**src/rtl/clrm_pkg.sv**
```systemverilog
package clrm_pkg;

  localparam int SCALE_FACTOR = 100;

  // quotient of the scaling divide never exceeds SCALE_FACTOR
  localparam int QW = $clog2(SCALE_FACTOR + 1);
  // scaled numerator |sample - in_start| * SCALE_FACTOR
  localparam int NW = $clog2(65535 * SCALE_FACTOR + 1);
  // compare width for the shifted divisor
  localparam int CW = 16 + QW;
  // scaled * |out_end - out_start|
  localparam int PW = $clog2(255 * SCALE_FACTOR + 1);

  // divide by SCALE_FACTOR as multiply by reciprocal, exact for PW-bit operands
  localparam int RSH   = PW + $clog2(SCALE_FACTOR);
  localparam int RECIP = ((1 << RSH) + SCALE_FACTOR - 1) / SCALE_FACTOR;
  localparam int RW    = $clog2(RECIP + 1);
  localparam int MW    = PW + RW;

  // input register, numerator, divide stages, product, reciprocal, output
  localparam int LATENCY = QW + 5;

  localparam logic [2:0] CFG_MODE      = 3'd0;
  localparam logic [2:0] CFG_IN_START  = 3'd1;
  localparam logic [2:0] CFG_IN_END    = 3'd2;
  localparam logic [2:0] CFG_OUT_START = 3'd3;
  localparam logic [2:0] CFG_OUT_END   = 3'd4;

  typedef enum logic [1:0] {
    REGION_INSIDE = 2'd0,
    REGION_START  = 2'd1,
    REGION_END    = 2'd2
  } region_t;

  typedef struct packed {
    logic       use_clamp;
    logic [7:0] base;
    logic       dneg;
    logic [7:0] dmag;
    region_t    region;
  } meta_t;

endpackage

```
**src/rtl/clamped_linear_range_map.sv**
```systemverilog
// pipeline: an item accepted at a clock edge passes through the input stage,
// numerator, one divide stage per quotient bit, product, reciprocal multiply
// and output register before it shows on out_*
// throughput: one item per cycle; busy stays low, results cannot be stalled
// reset: pipeline valid bits cleared, registers return to mode 0,
// in 0..1023 mapped onto out 0..255, which mode 0 reads as signed 0..-1
module clamped_linear_range_map (
  input  logic        clk,
  input  logic        rst_n,
  input  logic        start,
  output logic        busy,
  input  logic [15:0] in_sample,
  output logic        out_valid,
  output logic [7:0]  out_mapped,
  output logic [1:0]  out_region,
  input  logic        cfg_valid,
  output logic        cfg_ready,
  input  logic [2:0]  cfg_index,
  input  logic [15:0] cfg_data
);

  localparam int QW = clrm_pkg::QW;
  localparam int NW = clrm_pkg::NW;
  localparam int CW = clrm_pkg::CW;
  localparam int PW = clrm_pkg::PW;
  localparam int MW = clrm_pkg::MW;

  logic        mode_r;
  logic [15:0] in_start_r;
  logic [15:0] in_end_r;
  logic [7:0]  out_start_r;
  logic [7:0]  out_end_r;

  assign cfg_ready = 1'b1;
  assign busy      = 1'b0;

  always_ff @(posedge clk) begin
    if (!rst_n) begin
      mode_r      <= 1'b0;
      in_start_r  <= 16'd0;
      in_end_r    <= 16'd1023;
      out_start_r <= 8'd0;
      out_end_r   <= 8'd255;
    end else if (cfg_valid && cfg_ready) begin
      unique case (cfg_index)
        clrm_pkg::CFG_MODE:      mode_r      <= cfg_data[0];
        clrm_pkg::CFG_IN_START:  in_start_r  <= cfg_data;
        clrm_pkg::CFG_IN_END:    in_end_r    <= cfg_data;
        clrm_pkg::CFG_OUT_START: out_start_r <= cfg_data[7:0];
        clrm_pkg::CFG_OUT_END:   out_end_r   <= cfg_data[7:0];
        default: ;
      endcase
    end
  end

  // ---------------- stage 0: range check and operand setup
  logic [15:0]       s, a, b;
  logic signed [9:0] os, oe, diff;
  logic              rising;
  clrm_pkg::region_t region;
  clrm_pkg::meta_t   meta_nxt;
  logic [15:0]       num_nxt, den_nxt;

  always_comb begin
    s  = mode_r ? {8'h00, in_sample[7:0]}  : in_sample;
    a  = mode_r ? {8'h00, in_start_r[7:0]} : in_start_r;
    b  = mode_r ? {8'h00, in_end_r[7:0]}   : in_end_r;
    os = mode_r ? {2'b00, out_start_r} : {{2{out_start_r[7]}}, out_start_r};
    oe = mode_r ? {2'b00, out_end_r}   : {{2{out_end_r[7]}}, out_end_r};
    diff = oe - os;
    rising = a < b;
    region = clrm_pkg::REGION_INSIDE;
    if (rising) begin
      if (s < a) region = clrm_pkg::REGION_START;
      else if (s > b) region = clrm_pkg::REGION_END;
    end else begin
      if (s > a) region = clrm_pkg::REGION_START;
      else if (s < b) region = clrm_pkg::REGION_END;
    end
    // only meaningful for samples inside the range
    num_nxt = rising ? s - a : a - s;
    den_nxt = rising ? b - a : a - b;
    meta_nxt.region    = region;
    meta_nxt.use_clamp = (region != clrm_pkg::REGION_INSIDE) || (a == b);
    meta_nxt.base      = (region == clrm_pkg::REGION_END) ? out_end_r : out_start_r;
    meta_nxt.dneg      = diff[9];
    meta_nxt.dmag      = diff[9] ? 8'(-diff) : diff[7:0];
  end

  logic            st0_vld_r;
  clrm_pkg::meta_t st0_meta_r;
  logic [15:0]     st0_num_r;
  logic [15:0]     st0_den_r;

  always_ff @(posedge clk) begin
    if (!rst_n) st0_vld_r <= 1'b0;
    else        st0_vld_r <= start && !busy;
    st0_meta_r <= meta_nxt;
    st0_num_r  <= num_nxt;
    st0_den_r  <= den_nxt;
  end

  // ---------------- stage 1: scaled numerator, then one quotient bit per stage
  logic            dv_vld_r  [0:QW];
  clrm_pkg::meta_t dv_meta_r [0:QW];
  logic [NW-1:0]   dv_rem_r  [0:QW];
  logic [15:0]     dv_den_r  [0:QW];
  logic [QW-1:0]   dv_q_r    [0:QW];

  always_ff @(posedge clk) begin
    if (!rst_n) dv_vld_r[0] <= 1'b0;
    else        dv_vld_r[0] <= st0_vld_r;
    dv_meta_r[0] <= st0_meta_r;
    dv_rem_r[0]  <= NW'(32'(st0_num_r) * clrm_pkg::SCALE_FACTOR);
    dv_den_r[0]  <= st0_den_r;
    dv_q_r[0]    <= '0;
  end

  for (genvar j = 1; j <= QW; j++) begin : g_div
    logic [CW-1:0] shd;
    logic          ge;

    always_comb begin
      shd = CW'(dv_den_r[j-1]) << (QW - j);
      ge  = CW'(dv_rem_r[j-1]) >= shd;
    end

    always_ff @(posedge clk) begin
      if (!rst_n) dv_vld_r[j] <= 1'b0;
      else        dv_vld_r[j] <= dv_vld_r[j-1];
      dv_meta_r[j] <= dv_meta_r[j-1];
      dv_den_r[j]  <= dv_den_r[j-1];
      dv_rem_r[j]  <= ge ? NW'(CW'(dv_rem_r[j-1]) - shd) : dv_rem_r[j-1];
      dv_q_r[j]    <= dv_q_r[j-1] | (QW'(ge) << (QW - j));
    end
  end

  // ---------------- product with output span
  logic            pr_vld_r;
  clrm_pkg::meta_t pr_meta_r;
  logic [PW-1:0]   pr_prod_r;
  logic [QW+7:0]   prod_full;

  assign prod_full = (QW+8)'(dv_q_r[QW]) * (QW+8)'(dv_meta_r[QW].dmag);

  always_ff @(posedge clk) begin
    if (!rst_n) pr_vld_r <= 1'b0;
    else        pr_vld_r <= dv_vld_r[QW];
    pr_meta_r <= dv_meta_r[QW];
    pr_prod_r <= PW'(prod_full);
  end

  // ---------------- divide by the scale through its reciprocal
  logic            rc_vld_r;
  clrm_pkg::meta_t rc_meta_r;
  logic [7:0]      rc_quo_r;
  logic [MW-1:0]   rc_full;

  assign rc_full = MW'(pr_prod_r) * MW'(clrm_pkg::RECIP);

  always_ff @(posedge clk) begin
    if (!rst_n) rc_vld_r <= 1'b0;
    else        rc_vld_r <= pr_vld_r;
    rc_meta_r <= pr_meta_r;
    rc_quo_r  <= 8'(rc_full >> clrm_pkg::RSH);
  end

  // ---------------- offset by out_start, or pick the clamp value
  logic       out_valid_r;
  logic [7:0] out_mapped_r;
  logic [1:0] out_region_r;
  logic [7:0] mapped_nxt;

  always_comb begin
    if (rc_meta_r.use_clamp)
      mapped_nxt = rc_meta_r.base;
    else if (rc_meta_r.dneg)
      mapped_nxt = rc_meta_r.base - rc_quo_r;
    else
      mapped_nxt = rc_meta_r.base + rc_quo_r;
  end

  always_ff @(posedge clk) begin
    if (!rst_n) out_valid_r <= 1'b0;
    else        out_valid_r <= rc_vld_r;
    out_mapped_r <= mapped_nxt;
    out_region_r <= rc_meta_r.region;
  end

  assign out_valid  = out_valid_r;
  assign out_mapped = out_mapped_r;
  assign out_region = out_region_r;

  // ---------------- checks
  a_latency: assert property (@(posedge clk) disable iff (!rst_n)
    out_valid |-> $past(start, clrm_pkg::LATENCY))
    else $error("result without an item accepted at the expected time");

  a_region_code: assert property (@(posedge clk) disable iff (!rst_n)
    out_valid |-> (out_region == clrm_pkg::REGION_INSIDE ||
                   out_region == clrm_pkg::REGION_START ||
                   out_region == clrm_pkg::REGION_END))
    else $error("bad region code on output");

  a_quo_bound: assert property (@(posedge clk) disable iff (!rst_n)
    (dv_vld_r[QW] && !dv_meta_r[QW].use_clamp) |->
      (32'(dv_q_r[QW]) <= clrm_pkg::SCALE_FACTOR))
    else $error("scaled value above the scale factor");

  a_rem_bound: assert property (@(posedge clk) disable iff (!rst_n)
    (dv_vld_r[QW] && !dv_meta_r[QW].use_clamp) |->
      (CW'(dv_rem_r[QW]) < CW'(dv_den_r[QW])))
    else $error("divider remainder not below divisor");

endmodule

```
**config.mk**
```make
export PLATFORM = sky130hd
export DESIGN_NAME = clamped_linear_range_map
export DESIGN_NICKNAME = d
export VERILOG_FILES = /design/src/rtl/clrm_pkg.sv /design/src/rtl/clamped_linear_range_map.sv
export SDC_FILE = /design/constraint.sdc
export NUM_CORES = 1
export LEC_CHECK = 0
export ABC_CLOCK_PERIOD_IN_PS = 14700
export BUFFER_PORTS_ARGS = -buffer_cell sky130_fd_sc_hd__buf_2
export CAP_MARGIN = 10
export CORE_MARGIN = 4
export CORE_UTILIZATION = 50
export DETAILED_ROUTE_END_ITERATION = 16
export PLACE_DENSITY = 0.71
export SLEW_MARGIN = 10
export SYNTH_ARGS = -nofsm -noshare
export SYNTH_HDL_FRONTEND = slang
export SYNTH_SLANG_ARGS = --single-unit
```
**constraint.sdc**
```tcl
create_clock -name clk -period 14.7 [get_ports clk]
set_input_delay 1.47 -clock clk [delete_from_list [all_inputs] [get_ports clk]]
set_output_delay 1.47 -clock clk [all_outputs]
set_load 0.005 [all_outputs]
```
Word-level counts from Yosys, hierarchy flattened
Memories as Yosys holds them, arrays and structs flattened. A register that Yosys moved wholly into a read port is not among the register bits.
Index checks and enable logic that the tools add are counted.
- $add $sub $neg: 15
- multipliers: 3
- divide/modulo/power cells: 0
- order comparisons: 12
- equality and inequality tests: 6
- shift operators: 0
- muxes and demuxes: 33
- bitwise logic cells: 15
- reduce and logical (&&, ||, !) cells: 9
- operators by type and width (kind ; number):
    23-bit 2-to-1 mux ; 7
    16-bit 2-to-1 mux ; 5
    16-bit subtractor ; 4
    16-bit less-than comparator ; 3
    16-bit > comparator ; 2
    8-bit 2-to-1 mux ; 4
    15-bit by 13-bit multiplier with 27-bit output, second input constant ; 1
    23-bit by 16-bit greater-or-equal comparator with 1-bit output ; 1
    23-bit by 17-bit greater-or-equal comparator with 1-bit output ; 1
    23-bit by 18-bit greater-or-equal comparator with 1-bit output ; 1
    23-bit by 19-bit greater-or-equal comparator with 1-bit output ; 1
    23-bit by 20-bit greater-or-equal comparator with 1-bit output ; 1
    23-bit by 21-bit greater-or-equal comparator with 1-bit output ; 1
    23-bit by 22-bit greater-or-equal comparator with 1-bit output ; 1
    23-bit by 16-bit subtractor with 23-bit output ; 1
    23-bit by 17-bit subtractor with 23-bit output ; 1
    23-bit by 18-bit subtractor with 23-bit output ; 1
    23-bit by 19-bit subtractor with 23-bit output ; 1
    23-bit by 20-bit subtractor with 23-bit output ; 1
    23-bit by 21-bit subtractor with 23-bit output ; 1
    23-bit by 22-bit subtractor with 23-bit output ; 1
    16-bit by 5-bit multiplier with 21-bit output, second input constant ; 1
    10-bit 2-to-1 mux ; 2
    16-bit == test ; 1
    other kinds (24) ; 49
- bits in registers: 161
- latch bits: 0
- memory bits (writable): 536
- bits in read-only memories: 0
- bits of input ports: 39
- output and inout port bits: 13
- logic and storage cells: 125
- memories kept: 5
- memory list (memory ; depth ; width ; read ports ; clocked after memory_dff ; wr ports ; line ; source):
    dv_rem_r ; 8 ; 23 ; 7 ; 0 ; 8 ; clamped_linear_range_map.sv:106 ; logic [NW-1:0] dv_rem_r [0:QW];
    dv_meta_r ; 8 ; 20 ; 8 ; 0 ; 8 ; clamped_linear_range_map.sv:105 ; clrm_pkg::meta_t dv_meta_r [0:QW];
    dv_den_r ; 8 ; 16 ; 7 ; 0 ; 8 ; clamped_linear_range_map.sv:107 ; logic [15:0] dv_den_r [0:QW];
    dv_q_r ; 8 ; 7 ; 8 ; 0 ; 8 ; clamped_linear_range_map.sv:108 ; logic [QW-1:0] dv_q_r [0:QW];
    dv_vld_r ; 8 ; 1 ; 8 ; 1 ; 8 ; clamped_linear_range_map.sv:104 ; logic dv_vld_r [0:QW];

Depth between registers and ports, before layout
- depth in word-level cells: 7
- gate-level depth with buffers: 19
- depth with buffers taken out: 19

Worst setup path after synthesis
No wires, ideal clock.
- path type: reg-to-reg
- start point: register pr_prod_r[11]
- end point: register rc_quo_r[6]
- library setup time: 72 ps
- arrival: 4705 ps
- data required time: 14628 ps
- slack: 9923 ps
- stages on the path, launching flop included: 20
- path buffers: 0
- clock period less this slack: 4777 ps
- cells stage by stage: dfxtp_1 fa_1 ha_1 inv_1 fa_1 inv_1 fa_1 inv_1 fa_1 inv_1 ha_1 o21a_1 o21a_1 o21ai_0 a31oi_1 o41ai_2 o21ai_1 or2_1 a21oi_1 xnor2_1
- word-level cells in the longest chain between the ends: 1
- RTL lines (element ; line ; source):
    start, declared ; clamped_linear_range_map.sv:141 ; logic [PW-1:0] pr_prod_r;
    start signal, assigned ; clamped_linear_range_map.sv:150 ; pr_prod_r <= PW'(prod_full);
    15-bit by 13-bit multiplier with 27-bit output ; clamped_linear_range_map.sv:159 ; assign rc_full = MW'(pr_prod_r) * MW'(clrm_pkg::RECIP);
    net rc_full[28] ; clamped_linear_range_map.sv:157 ; logic [MW-1:0] rc_full;
    end signal, assigned ; clamped_linear_range_map.sv:165 ; rc_quo_r <= 8'(rc_full >> clrm_pkg::RSH);
    end, declared ; clamped_linear_range_map.sv:156 ; logic [7:0] rc_quo_r;
The timed path passes the listed nets, and every way through them passes these cells.
A chain may end at the register's enable or synchronous reset.

Final worst setup path
- start point: register pr_prod_r[11]
- end point: register rc_quo_r[7]
Same word-level chain as after synthesis.

==> metrics.txt <==
buffer count from post-CTS setup fixing=0; Final Slew Violations=0; Worst Hold Depth=0; Total Die Area=0.0657 mm^2; Overflow after GRT=0; Final Setup Violations=0; area growth from synthesis to final layout=10.0%; skew final=0.0325 ns; area after detailed placement=0.0318 mm^2; routability congestion estimate from global placement=0.906; area share of the largest cell type after synthesis=40.2%; count of boundary I/O pins=52; actual transition at the worst max-transition pin=1.19 ns; top cell types by occurrence after synthesis=sky130_fd_sc_hd__dfxtp_1, sky130_fd_sc_hd__inv_1, sky130_fd_sc_hd__ha_1, sky130_fd_sc_hd__nand2_1, sky130_fd_sc_hd__nor2_1; final total negative setup slack=0 ns; number of synthesized flops with an enable pin=0; CP Cell Sequence=fa_1 > ha_1 > inv_1 > fa_1 > inv_1 > fa_1 > inv_1 > fa_1 > inv_1 > ha_1 > o21a_1 > o21a_1 > o21ai_0 > a31oi_1 > o41ai_2 > o21ai_1 > nor4_1 > nor3_1 > xnor2_1; antenna violations before repair=0; ANT cells=0; crit path max fanout=6; Core Region=0.0607 mm^2; Initial DRC Count=992; hold crit path type=reg2reg; global-route wire length before repair=100 mm; post-synth top area cell=sky130_fd_sc_hd__dfxtp_1; CTS buffer count=61; Worst Min Path Start=dv_meta_r[1][16]$_DFF_P_; Hold Crit Endpoint=dv_meta_r[1][36]$_DFF_P_; TritonCTS Sinks=618; final non-filler cell area=0.0339 mm^2; final routed wirelength across all metal layers=60.0 mm; nature of the critical path startpoint=flop; Worst-Skew Late Latency=0.64 ns; share of flip-flops with an asynchronous set or reset after synthesis=0%; Antenna Violating Nets Remaining=0; # Max-Cap Violations=0; FP Rows=90; Worst Path Required=15.21 ns; clock tree from TritonCTS=done; # resized after CTS=0; Critical Path AT=5.72 ns; worst reg-to-reg setup slack=9.48 ns; share of the core filled with cells in the final layout=55.8%; deepest clock path buffer count=3; Tmin final=5.22 ns; critical path type=reg2reg; total vias in the final route=20.4k; Gate Count Post-Synth=3121; number of global-route vias before repair=20.6k; crit share post-route=35.5%; DPL Wire Length=47.2 mm; detail-routed via count per cell=5.09; Hold-fix buffers, CTS=0; average wire length per cell after detail routing=14.9 um; number of H-tree levels=2; Syn Area/Cell=9.87 um^2; endpoint class of the critical path=flop; count of distinct cell types in the synthesized netlist=82; setup repair after global routing missed its margin=false; Hold Vio Cnt, Final=0; quantity of I/O buffers inserted on ports=49; delay of the slowest cell on the worst path=0.54 ns; number of synthesis warnings=0; source of the worst register-to-register timing path=pr_prod_r[11]$_DFF_P_; synthesized net count=3670; ratio of cells with drive above 1 in the final layout=6.77%; root buffer cell=sky130_fd_sc_hd__clkbuf_16; Worst Reg-to-Reg Cells=19; all-layer global routing usage=18.3%; CTS clock-pin slew for the worst setup and hold paths=0.06 ns; most instantiated library cell after synthesis=sky130_fd_sc_hd__dfxtp_1; Slew Limit Headroom=21.0%; launching element of the worst setup path=pr_prod_r[11]$_DFF_P_; combined area of all synthesized cells=0.0308 mm^2; commonest register cell after synthesis=sky130_fd_sc_hd__dfxtp_1; FF+latch count, synth=618; Layout Nets=3731; sequential share of the synthesized area=40.2%; Starting Density=50.8%; First-pass DRT Iterations=7; cell with the biggest individual delay on the critical path=sky130_fd_sc_hd__dfxtp_1; largest net degree at the start of global routing=62; ranking of synthesized cells by area=sky130_fd_sc_hd__dfxtp_1, sky130_fd_sc_hd__ha_1, sky130_fd_sc_hd__fa_1; fill count=5332; drt drc=0; height of the die=256 um; result of the run=complete, no violations; reg-to-reg endpoint=rc_quo_r[7]$_DFF_P_; die boundary width=256 um; max frequency=192 MHz
-- final cells by class --
class,instances,area [um^2],area share [%]
inverters,440,1650,4.87
repair buffers,54,283,0.834
multi-input cells,2007,16500,48.8
well taps,782,978,2.89
clock buffers,77,1650,4.86
flip-flops and latches,618,12400,36.5
clock inverters,38,423,1.25
-- registers in the layout (all words and copies together), names as in the netlist, 8 cells and up --
register,count
pr_meta_r,12
st0_den_r,16
out_mapped,8
rc_quo_r,8
out_start_r,8
st0_num_r,16
dv_q_r,28
rc_meta_r,12
in_start_r,16
in_end_r,16
st0_meta_r,20
dv_den_r,112
dv_meta_r,160
pr_prod_r,15
out_end_r,8
dv_vld_r,8
dv_rem_r,148
-- metrics by stage --
step | setup slack [ns] | hold WS [ns] | std cells
2_1_floorplan | 9.92 | 0.310 | 3121
3_3_place_gp | 9.56 | 0.310 | 3901
3_5_place_dp | 9.48 | 0.312 | 3901
4_1_cts | 9.42 | 0.298 | 4016
5_1_grt | 9.16 | 0.304 | 4016
6_report | 9.48 | 0.306 | 4016
-- cells in the final DEF, fill, tap and decap left out, types with 16 or more instances in the layout --
cell                        Yosys  layout
sky130_fd_sc_hd__a211oi_1      18      18
sky130_fd_sc_hd__a21boi_0      24      24
sky130_fd_sc_hd__a21boi_1      19      19
sky130_fd_sc_hd__a21o_1        48      48
sky130_fd_sc_hd__a21oi_1      152     152
sky130_fd_sc_hd__a31oi_1       17      16
sky130_fd_sc_hd__and2_1        46      46
sky130_fd_sc_hd__buf_2         14      49
sky130_fd_sc_hd__clkbuf_16      0      61
sky130_fd_sc_hd__dfxtp_1      618     618
sky130_fd_sc_hd__fa_1         120     120
sky130_fd_sc_hd__ha_1         390     390
sky130_fd_sc_hd__inv_1        438     438
sky130_fd_sc_hd__mux2_2        25      25
sky130_fd_sc_hd__mux2i_1       22      22
sky130_fd_sc_hd__nand2_1      225     225
sky130_fd_sc_hd__nand2b_1      58      58
sky130_fd_sc_hd__nand3_1       54      54
sky130_fd_sc_hd__nand4_1       29      29
sky130_fd_sc_hd__nor2_1       156     156
sky130_fd_sc_hd__nor2b_1       38      38
sky130_fd_sc_hd__nor3_1        53      53
sky130_fd_sc_hd__nor4_1        17      17
sky130_fd_sc_hd__o211ai_1      22      22
sky130_fd_sc_hd__o21a_1        30      30
sky130_fd_sc_hd__o21ai_0       63      63
sky130_fd_sc_hd__o21ai_1       42      42
sky130_fd_sc_hd__xnor2_1      112     112
sky130_fd_sc_hd__xor2_1        67      67
-- critical path: cells and delay by family, from the launching register on --
kind	cells	cell delay, ns
fa+ha+maj	6	2.59
compound gates	6	1.24
flops	1	0.54
simple gates	2	0.40
buf+inv	4	0.19
xor+xnor	1	0.14
-- cell families (layout without fill, tap and decap cells) --
kind of cell / count (synthesis) / in the layout / share of synthesized area, %
xor+xnor: 179 / 179 / 5.09
mux: 63 / 63 / 2.31
flops: 618 / 618 / 40.2
compound gates: 530 / 530 / 11.3
other cells: 2 / 2 / 0.0244
buf+inv: 496 / 609 / 6.25
fa+ha+maj: 510 / 510 / 23.6
simple gates: 723 / 723 / 11.2
-- per-layer routing --
metal | vias up | GRT usage (%) | routed length [um]
met4 | 0 | 6.40 | 2060
met1 | 9479 | 23.0 | 27000
met5 | - | 0 | 0
met3 | 124 | 2.66 | 2090
met2 | 333 | 32.1 | 28800
li1 | 10491 | - | -
-- worst max-delay path by stage --
| stage | to | slack (ns) |
|---|---|---|
| floorplan | rc_quo_r[6]$_DFF_P_ | 9.92 |
| global placement | rc_quo_r[6]$_DFF_P_ | 9.56 |
| detailed placement | rc_quo_r[6]$_DFF_P_ | 9.48 |
| CTS | rc_quo_r[6]$_DFF_P_ | 9.42 |
| global route | rc_quo_r[6]$_DFF_P_ | 9.16 |
| finish | rc_quo_r[7]$_DFF_P_ | 9.48 |
Power is not shown: default switching activity piles up to over one toggle a cycle in this logic, so the estimate is an artifact.
